File: src/rtl/hsl_to_rgb_top_defines.svh
// ----------------------------------------------------------------------------
// hsl_to_rgb_top_defines
// assertion macros for the hsl to rgb converter, empty in synthesis
// ----------------------------------------------------------------------------
`ifndef HSL_TO_RGB_TOP_DEFINES_SVH
`define HSL_TO_RGB_TOP_DEFINES_SVH

`ifndef SYNTHESIS

`define HSL_ASSERT(lbl, clk, rst, prop) \
  lbl: assert property (@(posedge clk) disable iff (rst) prop) \
    else $error("hsl_to_rgb assertion failed");

`define HSL_ASSERT_RST(lbl, clk, prop) \
  lbl: assert property (@(posedge clk) prop) \
    else $error("hsl_to_rgb reset assertion failed");

`else

`define HSL_ASSERT(lbl, clk, rst, prop)

`define HSL_ASSERT_RST(lbl, clk, prop)

`endif

`endif

File: src/rtl/hsl_pkg.sv
// ----------------------------------------------------------------------------
// hsl_pkg
// widths, hue constants and shared types of the hsl to rgb converter
// ----------------------------------------------------------------------------
`timescale 1ns / 1ps

package hsl_pkg;

  localparam int FRAC_W     = 16;
  localparam int HUE_W      = FRAC_W;
  localparam int LVL_W      = FRAC_W + 1;
  localparam int SUM_W      = LVL_W + 1;
  localparam int T6_W       = FRAC_W + 1;
  localparam int PROD_W     = LVL_W + T6_W;
  localparam int LEVEL_W    = PROD_W - FRAC_W;
  localparam int BYTE_W     = 8;
  localparam int SCALE_W    = LEVEL_W + BYTE_W;
  localparam int TOP_W      = SCALE_W - FRAC_W;
  localparam int LVL_STAGES = 4;
  localparam int CH_STAGES  = 4;
  localparam int PIPE_DEPTH = LVL_STAGES + CH_STAGES;

  localparam longint ONE_I = 64'd1 << FRAC_W;

  localparam logic [LVL_W-1:0] ONE        = LVL_W'(ONE_I);
  localparam logic [LVL_W-1:0] HALF_L     = LVL_W'(ONE_I / 2);
  localparam logic [HUE_W-1:0] THIRD      = HUE_W'(ONE_I / 3);
  localparam logic [HUE_W-1:0] SIXTH      = HUE_W'((ONE_I + 3) / 6);
  localparam logic [HUE_W-1:0] HALF_H     = HUE_W'(ONE_I / 2);
  localparam logic [HUE_W-1:0] TWO_THIRDS = HUE_W'((2 * ONE_I + 1) / 3);
  localparam logic [BYTE_W-1:0] BYTE_MAX  = {BYTE_W{1'b1}};

  typedef enum logic [1:0] {
    SEG_RISE,
    SEG_HIGH,
    SEG_FALL,
    SEG_LOW
  } seg_t;

  typedef struct packed {
    logic [LVL_W-1:0] lo;
    logic [LVL_W-1:0] hi;
  } lvl_t;

endpackage

File: src/rtl/hsl_to_rgb_top.sv
// ----------------------------------------------------------------------------
// hsl_to_rgb_top
// converts one hue/saturation/lightness word to one rgb word of three 8-bit channels
// throughput: one word per cycle unless the output is held, set by the 8-stage pipeline
// a held output stalls the whole pipeline in place
// reset clears all valid bits, datapath registers are not reset
// ----------------------------------------------------------------------------
`timescale 1ns / 1ps
`include "hsl_to_rgb_top_defines.svh"

module hsl_to_rgb_top (
  input  logic                       clk,
  input  logic                       rst,
  input  logic                       hsl_valid,
  output logic                       hsl_stall,
  input  logic [hsl_pkg::HUE_W-1:0]  hue,
  input  logic [hsl_pkg::LVL_W-1:0]  saturation,
  input  logic [hsl_pkg::LVL_W-1:0]  lightness,
  output logic                       rgb_valid,
  input  logic                       rgb_stall,
  output logic [hsl_pkg::BYTE_W-1:0] red,
  output logic [hsl_pkg::BYTE_W-1:0] green,
  output logic [hsl_pkg::BYTE_W-1:0] blue
);
  import hsl_pkg::*;

  logic [PIPE_DEPTH-1:0] vld;
  logic                  en;
  lvl_t                  lvl;
  logic [HUE_W-1:0]      t_red, t_green, t_blue;

  assign en        = !(vld[PIPE_DEPTH-1] && rgb_stall);
  assign hsl_stall = rst || !en;
  assign rgb_valid = vld[PIPE_DEPTH-1];

  always_ff @(posedge clk) begin
    if (rst) begin
      vld <= '0;
    end else if (en) begin
      vld <= {vld[PIPE_DEPTH-2:0], hsl_valid};
    end
  end

  hsl_levels u_levels (
    .clk        (clk),
    .en         (en),
    .hue        (hue),
    .saturation (saturation),
    .lightness  (lightness),
    .lvl        (lvl),
    .t_red      (t_red),
    .t_green    (t_green),
    .t_blue     (t_blue)
  );

  hsl_chan u_red (
    .clk  (clk),
    .en   (en),
    .t    (t_red),
    .lvl  (lvl),
    .chan (red)
  );

  hsl_chan u_green (
    .clk  (clk),
    .en   (en),
    .t    (t_green),
    .lvl  (lvl),
    .chan (green)
  );

  hsl_chan u_blue (
    .clk  (clk),
    .en   (en),
    .t    (t_blue),
    .lvl  (lvl),
    .chan (blue)
  );

  `HSL_ASSERT(a_held_out_stalls_in, clk, rst, (rgb_valid && rgb_stall) |-> hsl_stall)
  `HSL_ASSERT(a_free_out_frees_in, clk, rst, !rgb_stall |-> !hsl_stall)
  `HSL_ASSERT(a_empty_pipe_no_out, clk, rst, (!en == 1'b0 && vld == '0) |=> !rgb_valid)
  `HSL_ASSERT_RST(a_reset_clears_out, clk, rst |=> !rgb_valid)

endmodule

File: src/rtl/hsl_levels.sv
// ----------------------------------------------------------------------------
// hsl_levels
// four-stage front end: clamps inputs, forms the low and high levels and
// the hue position of each channel
// ----------------------------------------------------------------------------
`timescale 1ns / 1ps

module hsl_levels (
  input  logic                      clk,
  input  logic                      en,
  input  logic [hsl_pkg::HUE_W-1:0] hue,
  input  logic [hsl_pkg::LVL_W-1:0] saturation,
  input  logic [hsl_pkg::LVL_W-1:0] lightness,
  output hsl_pkg::lvl_t             lvl,
  output logic [hsl_pkg::HUE_W-1:0] t_red,
  output logic [hsl_pkg::HUE_W-1:0] t_green,
  output logic [hsl_pkg::HUE_W-1:0] t_blue
);
  import hsl_pkg::*;

  logic [LVL_W-1:0]   s1, l1, s2, l2, ls2, l3;
  logic [HUE_W-1:0]   tr1, tg1, tb1, tr2, tg2, tb2, tr3, tg3, tb3;
  logic [2*LVL_W-1:0] ls_full;
  logic [SUM_W-1:0]   q_sum, q3, twol, p_val, q_val;

  // stage 1: clamp and hue offsets
  always_ff @(posedge clk) begin
    if (en) begin
      s1  <= (saturation > ONE) ? ONE : saturation;
      l1  <= (lightness > ONE) ? ONE : lightness;
      tr1 <= hue + THIRD;
      tg1 <= hue;
      tb1 <= hue - THIRD;
    end
  end

  // stage 2: l * s
  assign ls_full = (2*LVL_W)'(l1) * (2*LVL_W)'(s1);

  always_ff @(posedge clk) begin
    if (en) begin
      ls2 <= ls_full[FRAC_W +: LVL_W];
      l2  <= l1;
      s2  <= s1;
      tr2 <= tr1;
      tg2 <= tg1;
      tb2 <= tb1;
    end
  end

  // stage 3: high level
  always_comb begin
    if (l2 < HALF_L) begin
      q_sum = SUM_W'(l2) + SUM_W'(ls2);
    end else begin
      q_sum = SUM_W'(l2) + SUM_W'(s2) - SUM_W'(ls2);
    end
  end

  always_ff @(posedge clk) begin
    if (en) begin
      q3  <= q_sum;
      l3  <= l2;
      tr3 <= tr2;
      tg3 <= tg2;
      tb3 <= tb2;
    end
  end

  // stage 4: low level
  assign twol  = {l3, 1'b0};
  assign p_val = (twol >= q3) ? twol - q3 : '0;
  assign q_val = (q3 < p_val) ? p_val : q3;

  always_ff @(posedge clk) begin
    if (en) begin
      lvl.lo  <= p_val[LVL_W-1:0];
      lvl.hi  <= q_val[LVL_W-1:0];
      t_red   <= tr3;
      t_green <= tg3;
      t_blue  <= tb3;
    end
  end

endmodule

File: src/rtl/hsl_chan.sv
// ----------------------------------------------------------------------------
// hsl_chan
// four-stage channel back end: segment decode, ramp multiply, level select
// and scaling to one output byte
// ----------------------------------------------------------------------------
`timescale 1ns / 1ps

module hsl_chan (
  input  logic                       clk,
  input  logic                       en,
  input  logic [hsl_pkg::HUE_W-1:0]  t,
  input  hsl_pkg::lvl_t              lvl,
  output logic [hsl_pkg::BYTE_W-1:0] chan
);
  import hsl_pkg::*;

  seg_t               seg_next, seg5, seg6;
  logic [HUE_W-1:0]   fall_t, ramp_t;
  logic [T6_W-1:0]    t6_next, t65;
  logic [LVL_W-1:0]   span5, lo5, hi5, lo6, hi6;
  logic [PROD_W-1:0]  prod6;
  logic [LEVEL_W-1:0] ramp, level_next, level7;
  logic [SCALE_W-1:0] scaled;
  logic [TOP_W-1:0]   scaled_top;

  // stage 5: segment and ramp factor
  assign fall_t = TWO_THIRDS - t;

  always_comb begin
    seg_next = SEG_LOW;
    ramp_t   = '0;
    if (t < SIXTH) begin
      seg_next = SEG_RISE;
      ramp_t   = t;
    end else if (t < HALF_H) begin
      seg_next = SEG_HIGH;
    end else if (t < TWO_THIRDS) begin
      seg_next = SEG_FALL;
      ramp_t   = fall_t;
    end
    t6_next = (T6_W'(ramp_t) << 2) + (T6_W'(ramp_t) << 1);
  end

  always_ff @(posedge clk) begin
    if (en) begin
      seg5  <= seg_next;
      t65   <= t6_next;
      span5 <= lvl.hi - lvl.lo;
      lo5   <= lvl.lo;
      hi5   <= lvl.hi;
    end
  end

  // stage 6: ramp product
  always_ff @(posedge clk) begin
    if (en) begin
      prod6 <= PROD_W'(span5) * PROD_W'(t65);
      seg6  <= seg5;
      lo6   <= lo5;
      hi6   <= hi5;
    end
  end

  // stage 7: level select
  assign ramp = prod6[PROD_W-1:FRAC_W];

  always_comb begin
    case (seg6)
      SEG_RISE: level_next = LEVEL_W'(lo6) + ramp;
      SEG_FALL: level_next = LEVEL_W'(lo6) + ramp;
      SEG_HIGH: level_next = LEVEL_W'(hi6);
      default:  level_next = LEVEL_W'(lo6);
    endcase
  end

  always_ff @(posedge clk) begin
    if (en) begin
      level7 <= level_next;
    end
  end

  // stage 8: times 255, drop fraction, saturate
  assign scaled     = (SCALE_W'(level7) << BYTE_W) - SCALE_W'(level7);
  assign scaled_top = scaled[SCALE_W-1:FRAC_W];

  always_ff @(posedge clk) begin
    if (en) begin
      chan <= (scaled_top > TOP_W'(BYTE_MAX)) ? BYTE_MAX : scaled_top[BYTE_W-1:0];
    end
  end

endmodule

File: config.mk
export PLATFORM = sky130hd
export DESIGN_NAME = hsl_to_rgb_top
export DESIGN_NICKNAME = d
export VERILOG_FILES = /design/src/rtl/hsl_pkg.sv /design/src/rtl/hsl_to_rgb_top.sv /design/src/rtl/hsl_levels.sv /design/src/rtl/hsl_chan.sv
export VERILOG_INCLUDE_DIRS = /design/src /design/src/rtl
export SDC_FILE = /design/constraint.sdc
export NUM_CORES = 2
export LEC_CHECK = 0
export BUFFER_PORTS_ARGS = -buffer_cell sky130_fd_sc_hd__buf_4
export CORE_AREA = 3 3 354 356
export CTS_CLUSTER_SIZE = 8
export DETAILED_ROUTE_END_ITERATION = 12
export DIE_AREA = 0 0 357 359
export GPL_ROUTABILITY_DRIVEN = 0
export PLACE_DENSITY = 0.84
export SLEW_MARGIN = 10
export SYNTH_ARGS = -nofsm -noshare
export SYNTH_HDL_FRONTEND = slang
export SYNTH_SLANG_ARGS = --single-unit
File: constraint.sdc
create_clock -name clk -period 17.7 [get_ports clk]
set_input_delay 2.655 -clock clk [delete_from_list [all_inputs] [get_ports clk]]
set_output_delay 2.655 -clock clk [all_outputs]
set_load 0.02 [all_outputs]
# Yosys cells after proc, flatten, opt, wreduce, memory -nomap -nowiden
# Cells that the tools add are included.
# Widths: inputs -> output; s select.
[totals] reg_bits=682 in_bits=54 output_inout_bits=26 word_cells=126
[op_classes] addsub=19 multipliers=4 magnitude_cmp=17 n_eq_ne=6 n_mux=21 n_reduce_logical=11
[op_table] operator="$mux 16" count=9
[op_table] operator="$pmux 18 s2" count=3
[op_table] operator="$mul 17x17->34" count=3
[op_table] operator="$lt 16x16->1 const B" count=6
[op_table] operator="$sub 26x18->26" count=3
[op_table] operator="$add 17x18->18" count=3
[op_table] operator="$add 17x17->17" count=3
[op_table] operator="$lt 16x14->1 const B" count=3
[op_table] operator="$sub 16x16->16 const A" count=3
[op_table] operator="$add 17x17->18" count=2
[op_table] operator="$mux 18" count=2
[op_table] operator="$gt 17x17->1 const B" count=2
[op_table] operator="$mul 17x17->33" count=1
[op_table] operator="$gt 10x8->1 const B" count=3
[op_table] operator="$ge 18x18->1" count=1
[op_table] operator="$lt 18x18->1" count=1
[op_table] operator="$sub 18x17->18" count=1
[op_table] operator="$sub 18x18->18" count=1
[op_table] operator="$lt 17x16->1 const B" count=1
[op_table] operator="$mux 17" count=1
[op_table] operator="$sub 17x17->17" count=1
[op_table] operator="$add 16x15->16 const B" count=1
[op_table] operator="$sub 16x15->16 const B" count=1
[op_table] operator="$reduce_or 2->1" count=6
[op_table] operator="other kinds (6)" count=17

# Depth between registers and ports, before layout
[depth] word_depth=5 mapped_depth=25

# Modules after synthesis
# Synthesis repeated with hierarchy kept, for this count alone.
[unflattened] hier_cells=7090 area_unflattened_um2=74590.3
[modules_own_cells] mod="hsl_levels" n_inst=1 cells_per_inst=2027 area_each_um2=23775.3 seq_area_each_um2=10269.8
[modules_own_cells] mod="hsl_chan at u_green" n_inst=1 cells_per_inst=1716 area_each_um2=17008.8 seq_area_each_um2=4474.3
[modules_own_cells] mod="hsl_chan at u_red" n_inst=1 cells_per_inst=1648 area_each_um2=16749.8 seq_area_each_um2=4474.3
[modules_own_cells] mod="hsl_chan at u_blue" n_inst=1 cells_per_inst=1670 area_each_um2=16731.0 seq_area_each_um2=4474.3
[modules_own_cells] mod="hsl_to_rgb_top" n_inst=1 cells_per_inst=29 area_each_um2=325.3 seq_area_each_um2=160.2

# Least setup slack after synthesis
# No wires, ideal clock.
[synth_timing] path_type="input to output" start="input port rgb_stall" end="output port hsl_stall" arrival_ps=19200 path_slack_ps=-4155 stages=4 n_path_buf=1 path_cell_list="and2_1 -> clkbuf_1 -> clkinv_1 -> nand2b_1"
[synth_via] elab_chain_cells=2
[synth_lines] item="from (decl)" line="hsl_to_rgb_top.sv:20" rtl="input logic rgb_stall,"
[synth_lines] item="$logic_and 1x1->1" line="hsl_to_rgb_top.sv:32" rtl="assign en = !(vld[PIPE_DEPTH-1] && rgb_stall);"
[synth_lines] item="$logic_or 1x1->1" line="hsl_to_rgb_top.sv:33" rtl="assign hsl_stall = rst || !en;"
[synth_lines] item="to (decl)" line="hsl_to_rgb_top.sv:15" rtl="output logic hsl_stall,"
# No other way between the ends.

==> impl_metrics.toml <==
[critical_path]
path_buf_inv = 6
path_class = "reg -> reg"
crit_path_start_kind = "flop"
cp.arrival_ns = 7.90
critPathTopFamily = "adder cells"
rr_startpoint = "u_green.span5[6]"
startpoint = "u_green.span5[6]"
path_cells = "buf_4, nand2_1, fa_1, inv_1, fa_1, inv_1, fa_1, inv_1, fa_1, fa_1, inv_1, fa_1, inv_1, ha_1, nand4_1, a2111oi_0, o41ai_1, a31oi_1, a31o_1, or4_1, a31oi_2, o21bai_1, xnor2_1"
max_stage_delay_ns = 0.91
critPathRequiredTime_ns = 18.13
end_kind = "flop"
crit_fanout = 25
crit_path_frequent_cell = "fa_1"
crit_slowest_cell = "edfxtp_1"

[global_routing]
antenna_found_initial = 1
grt_pass1_wl_mm = 249
grtUsageTotal = 0.240
grt_pass1_vias = 50200
grt_max_degree = 170
overflow = 0

[clocking]
cts_root_buf = "clkbuf_16"
insertion_delay_ns = 0.70
htree_levels = 3
cts_hold_buf = 0
cts_tree = "yes"
cts_setup_buffers = 0
cts_max_path_buffers = 3
cts_buffers = 91
cts.sinks = 627
ctsResizeCount = 0
clk_transition_reported_paths_ns = 0.05

[synth]
ys_types = 88
ys_seq_area_frac = 0.279
synthFlopType = "edfxtp_1"
yosys.area.top_type = "edfxtp_1"
synthSimpleGateAreaFrac = 0.139
post_synth_xor_area_fraction = 0.0300
syn_area_um2 = 67100
synth-edff-count = 619
yosys.area.top_type_share = 0.277
synth_common_cells = "inv_1 (1264), fa_1 (868), nand2_1 (731)"
synth_top_family_by_area = "adder cells"
synthArstFlopShare = 0
netlist_instances = 6581
synthAdderAreaFrac = 0.386
synth.area.top_cells = "edfxtp_1 (28%), fa_1 (26%), ha_1 (13%), inv_1 (7.1%), and2_1 (5.1%)"
synth-compound-area-share = 0.0718
synth-seq-cells = 627
syn_avg_cell_area_um2 = 10.2
synth-warning-count = 0
muxShareOfSynthArea = 0.0102
synth.most_common_cell = "inv_1"

[cells_and_area]
antennaDiodeCount = 0
fin_nets = 8163
syn_to_final_growth_pct = 6.91
fillers = 9437
seq_area_um2 = 18700
layout-drive-gt1-share = 0.0428
multi_input_area_um2 = 42800

[drt]
num_vias = 46400
avgRoutedWirePerCell_um = 18.3
drtIter0Drc = 3576
ant_nets = 0
drt-vias-per-instance = 5.65
drtPass1Iterations = 6
drc = 0
routed_wl_mm = 151

[sta]
fin_crit_sh = 0.422
finalClockSkew_ns = 0.0684
fmax_mhz = 134
hold-worst-slack_ns = 0.382
maxSlewViolCount = 0
setup_viol = 0
finalCriticalPeriod_ns = 7.48
slew_headroom = 0.203
rsz0062_at_grt = "no"
tightest_slew_ns = 1.19
finalHoldViolCount = 0
finalSetupTns_ns = 0

[die]
initial_utilization = 0.550
dieArea_um2 = 128000
rows = 128
fp.dieH_um = 359
io_pins = 80
dieWidth_um = 357
core-area_um2 = 122000

[place]
place_hpwl_mm = 112
numPortBuffers = 79

[run_status]
status = "finished clean"

[worst_hold_path]
hp-class = "reg -> reg"
hp-start = "u_levels.tr1[15]"

[job]
drv_cap = 0
==> area by class of cell <==
type | count | area share
multi-input combinational | 4463 | 0.596
sequential | 627 | 0.261
inverter | 1265 | 0.0664
clock buffer | 110 | 0.0333
tap | 1625 | 0.0283
timing repair buffer | 110 | 0.0117
clock inverter | 13 | 0.00291
==> sequential cells by signal (all words and copies together) (netlist names), 17 cells and up <==
name and cells:
u_green.lo5 17, u_levels.s1 17, u_levels.l1 17, u_blue.hi6 17, u_red.level7 18, u_green.span5 17
u_levels.ls2 17, u_levels.l3 17, u_levels.l2 17, u_levels.s2 17, u_blue.level7 18, u_levels.lvl 34
u_green.level7 18, u_green.prod6 18, u_red.prod6 18, u_blue.prod6 18, u_green.lo6 17, u_levels.q3 18
u_red.hi5 17
==> logic make-up (layout without fill, tap and decap cells) <==
kind of cell | count (synthesis) | count (layout)
other | 1 | 3
adder cells (fa/ha/maj) | 1551 | 1551
flip-flops | 627 | 627
multiplexers | 64 | 64
AO/OA/AOI/OAI | 737 | 737
XOR/XNOR | 230 | 230
buffers and inverters | 1493 | 1498
AND/OR/NAND/NOR | 1878 | 1878
==> metal layers <==
metal,track usage,routed length (um)
met4,0.116,7310
met1,0.297,58500
met2,0.411,73600
met5,0,0
met3,0.0378,11100
==> stage by stage <==
| step | cells | setup WS [ns] | area [um^2] | util |
|---|---|---|---|---|
| 2_1_floorplan | 6583 | 4.00 | 67100 | - |
| 3_3_place_gp | 8090 | 10.49 | 69200 | 0.567 |
| 3_5_place_dp | 8090 | 10.29 | 69200 | 0.567 |
| 4_1_cts | 8213 | 10.27 | 71800 | 0.588 |
| 5_1_grt | 8213 | 9.86 | 71800 | 0.588 |
| 6_report | 8213 | 10.22 | 71800 | 0.588 |
==> worst register-to-register path: cells and delay by family (launching register included) <==
kind | cells | cell delay [ns]
xor gates and xnor gates | 1 | 0.10
adders and majority gates | 7 | 3.28
and+or+nand+nor | 3 | 0.42
buffers and inverters | 6 | 0.74
DFF | 1 | 0.91
AOI/OAI and AO/OA | 6 | 1.81
==> placed cells by master, fill, tap and decap left out, types with 10 or more instances in the layout <==
master / netlist / layout
o21ai_0: 134 / 134
clkbuf_1: 218 / 16
inv_1: 1264 / 1264
o211ai_1: 26 / 26
mux2_2: 25 / 25
o31ai_1: 44 / 44
a211oi_1: 22 / 22
ha_1: 683 / 683
nor2b_1: 76 / 76
nand2_1: 731 / 731
nand4_1: 24 / 24
or3_1: 23 / 23
buf_4: 0 / 109
xnor2_1: 178 / 178
or4_1: 12 / 12
and3_1: 27 / 27
nand3_1: 43 / 43
o21bai_1: 27 / 27
o21a_1: 60 / 60
mux2i_1: 37 / 37
nand2b_1: 50 / 50
xor2_1: 52 / 52
clkbuf_16: 0 / 92
and2_1: 547 / 547
o21ai_1: 33 / 33
a31oi_1: 11 / 11
nand3b_1: 10 / 10
edfxtp_1: 619 / 619
nor4_1: 17 / 17
a21o_1: 86 / 86
nor3_1: 72 / 72
nor2_1: 216 / 216
fa_1: 868 / 868
a21oi_1: 189 / 189
==> final timing paths <==
path                            to  slack (ns)  depth (start not counted)
setup / recovery  u_blue.prod6[33]       10.22                         23
hold reg to reg   u_levels.tr2[15]        0.38                          0
setup reg to reg  u_blue.prod6[33]       10.22                         23
hold / removal    u_levels.tr2[15]        0.38                          0
Power is left out: the tool's default activity adds up to more than one toggle a clock period on the data nets, which glitch-free logic cannot reach.
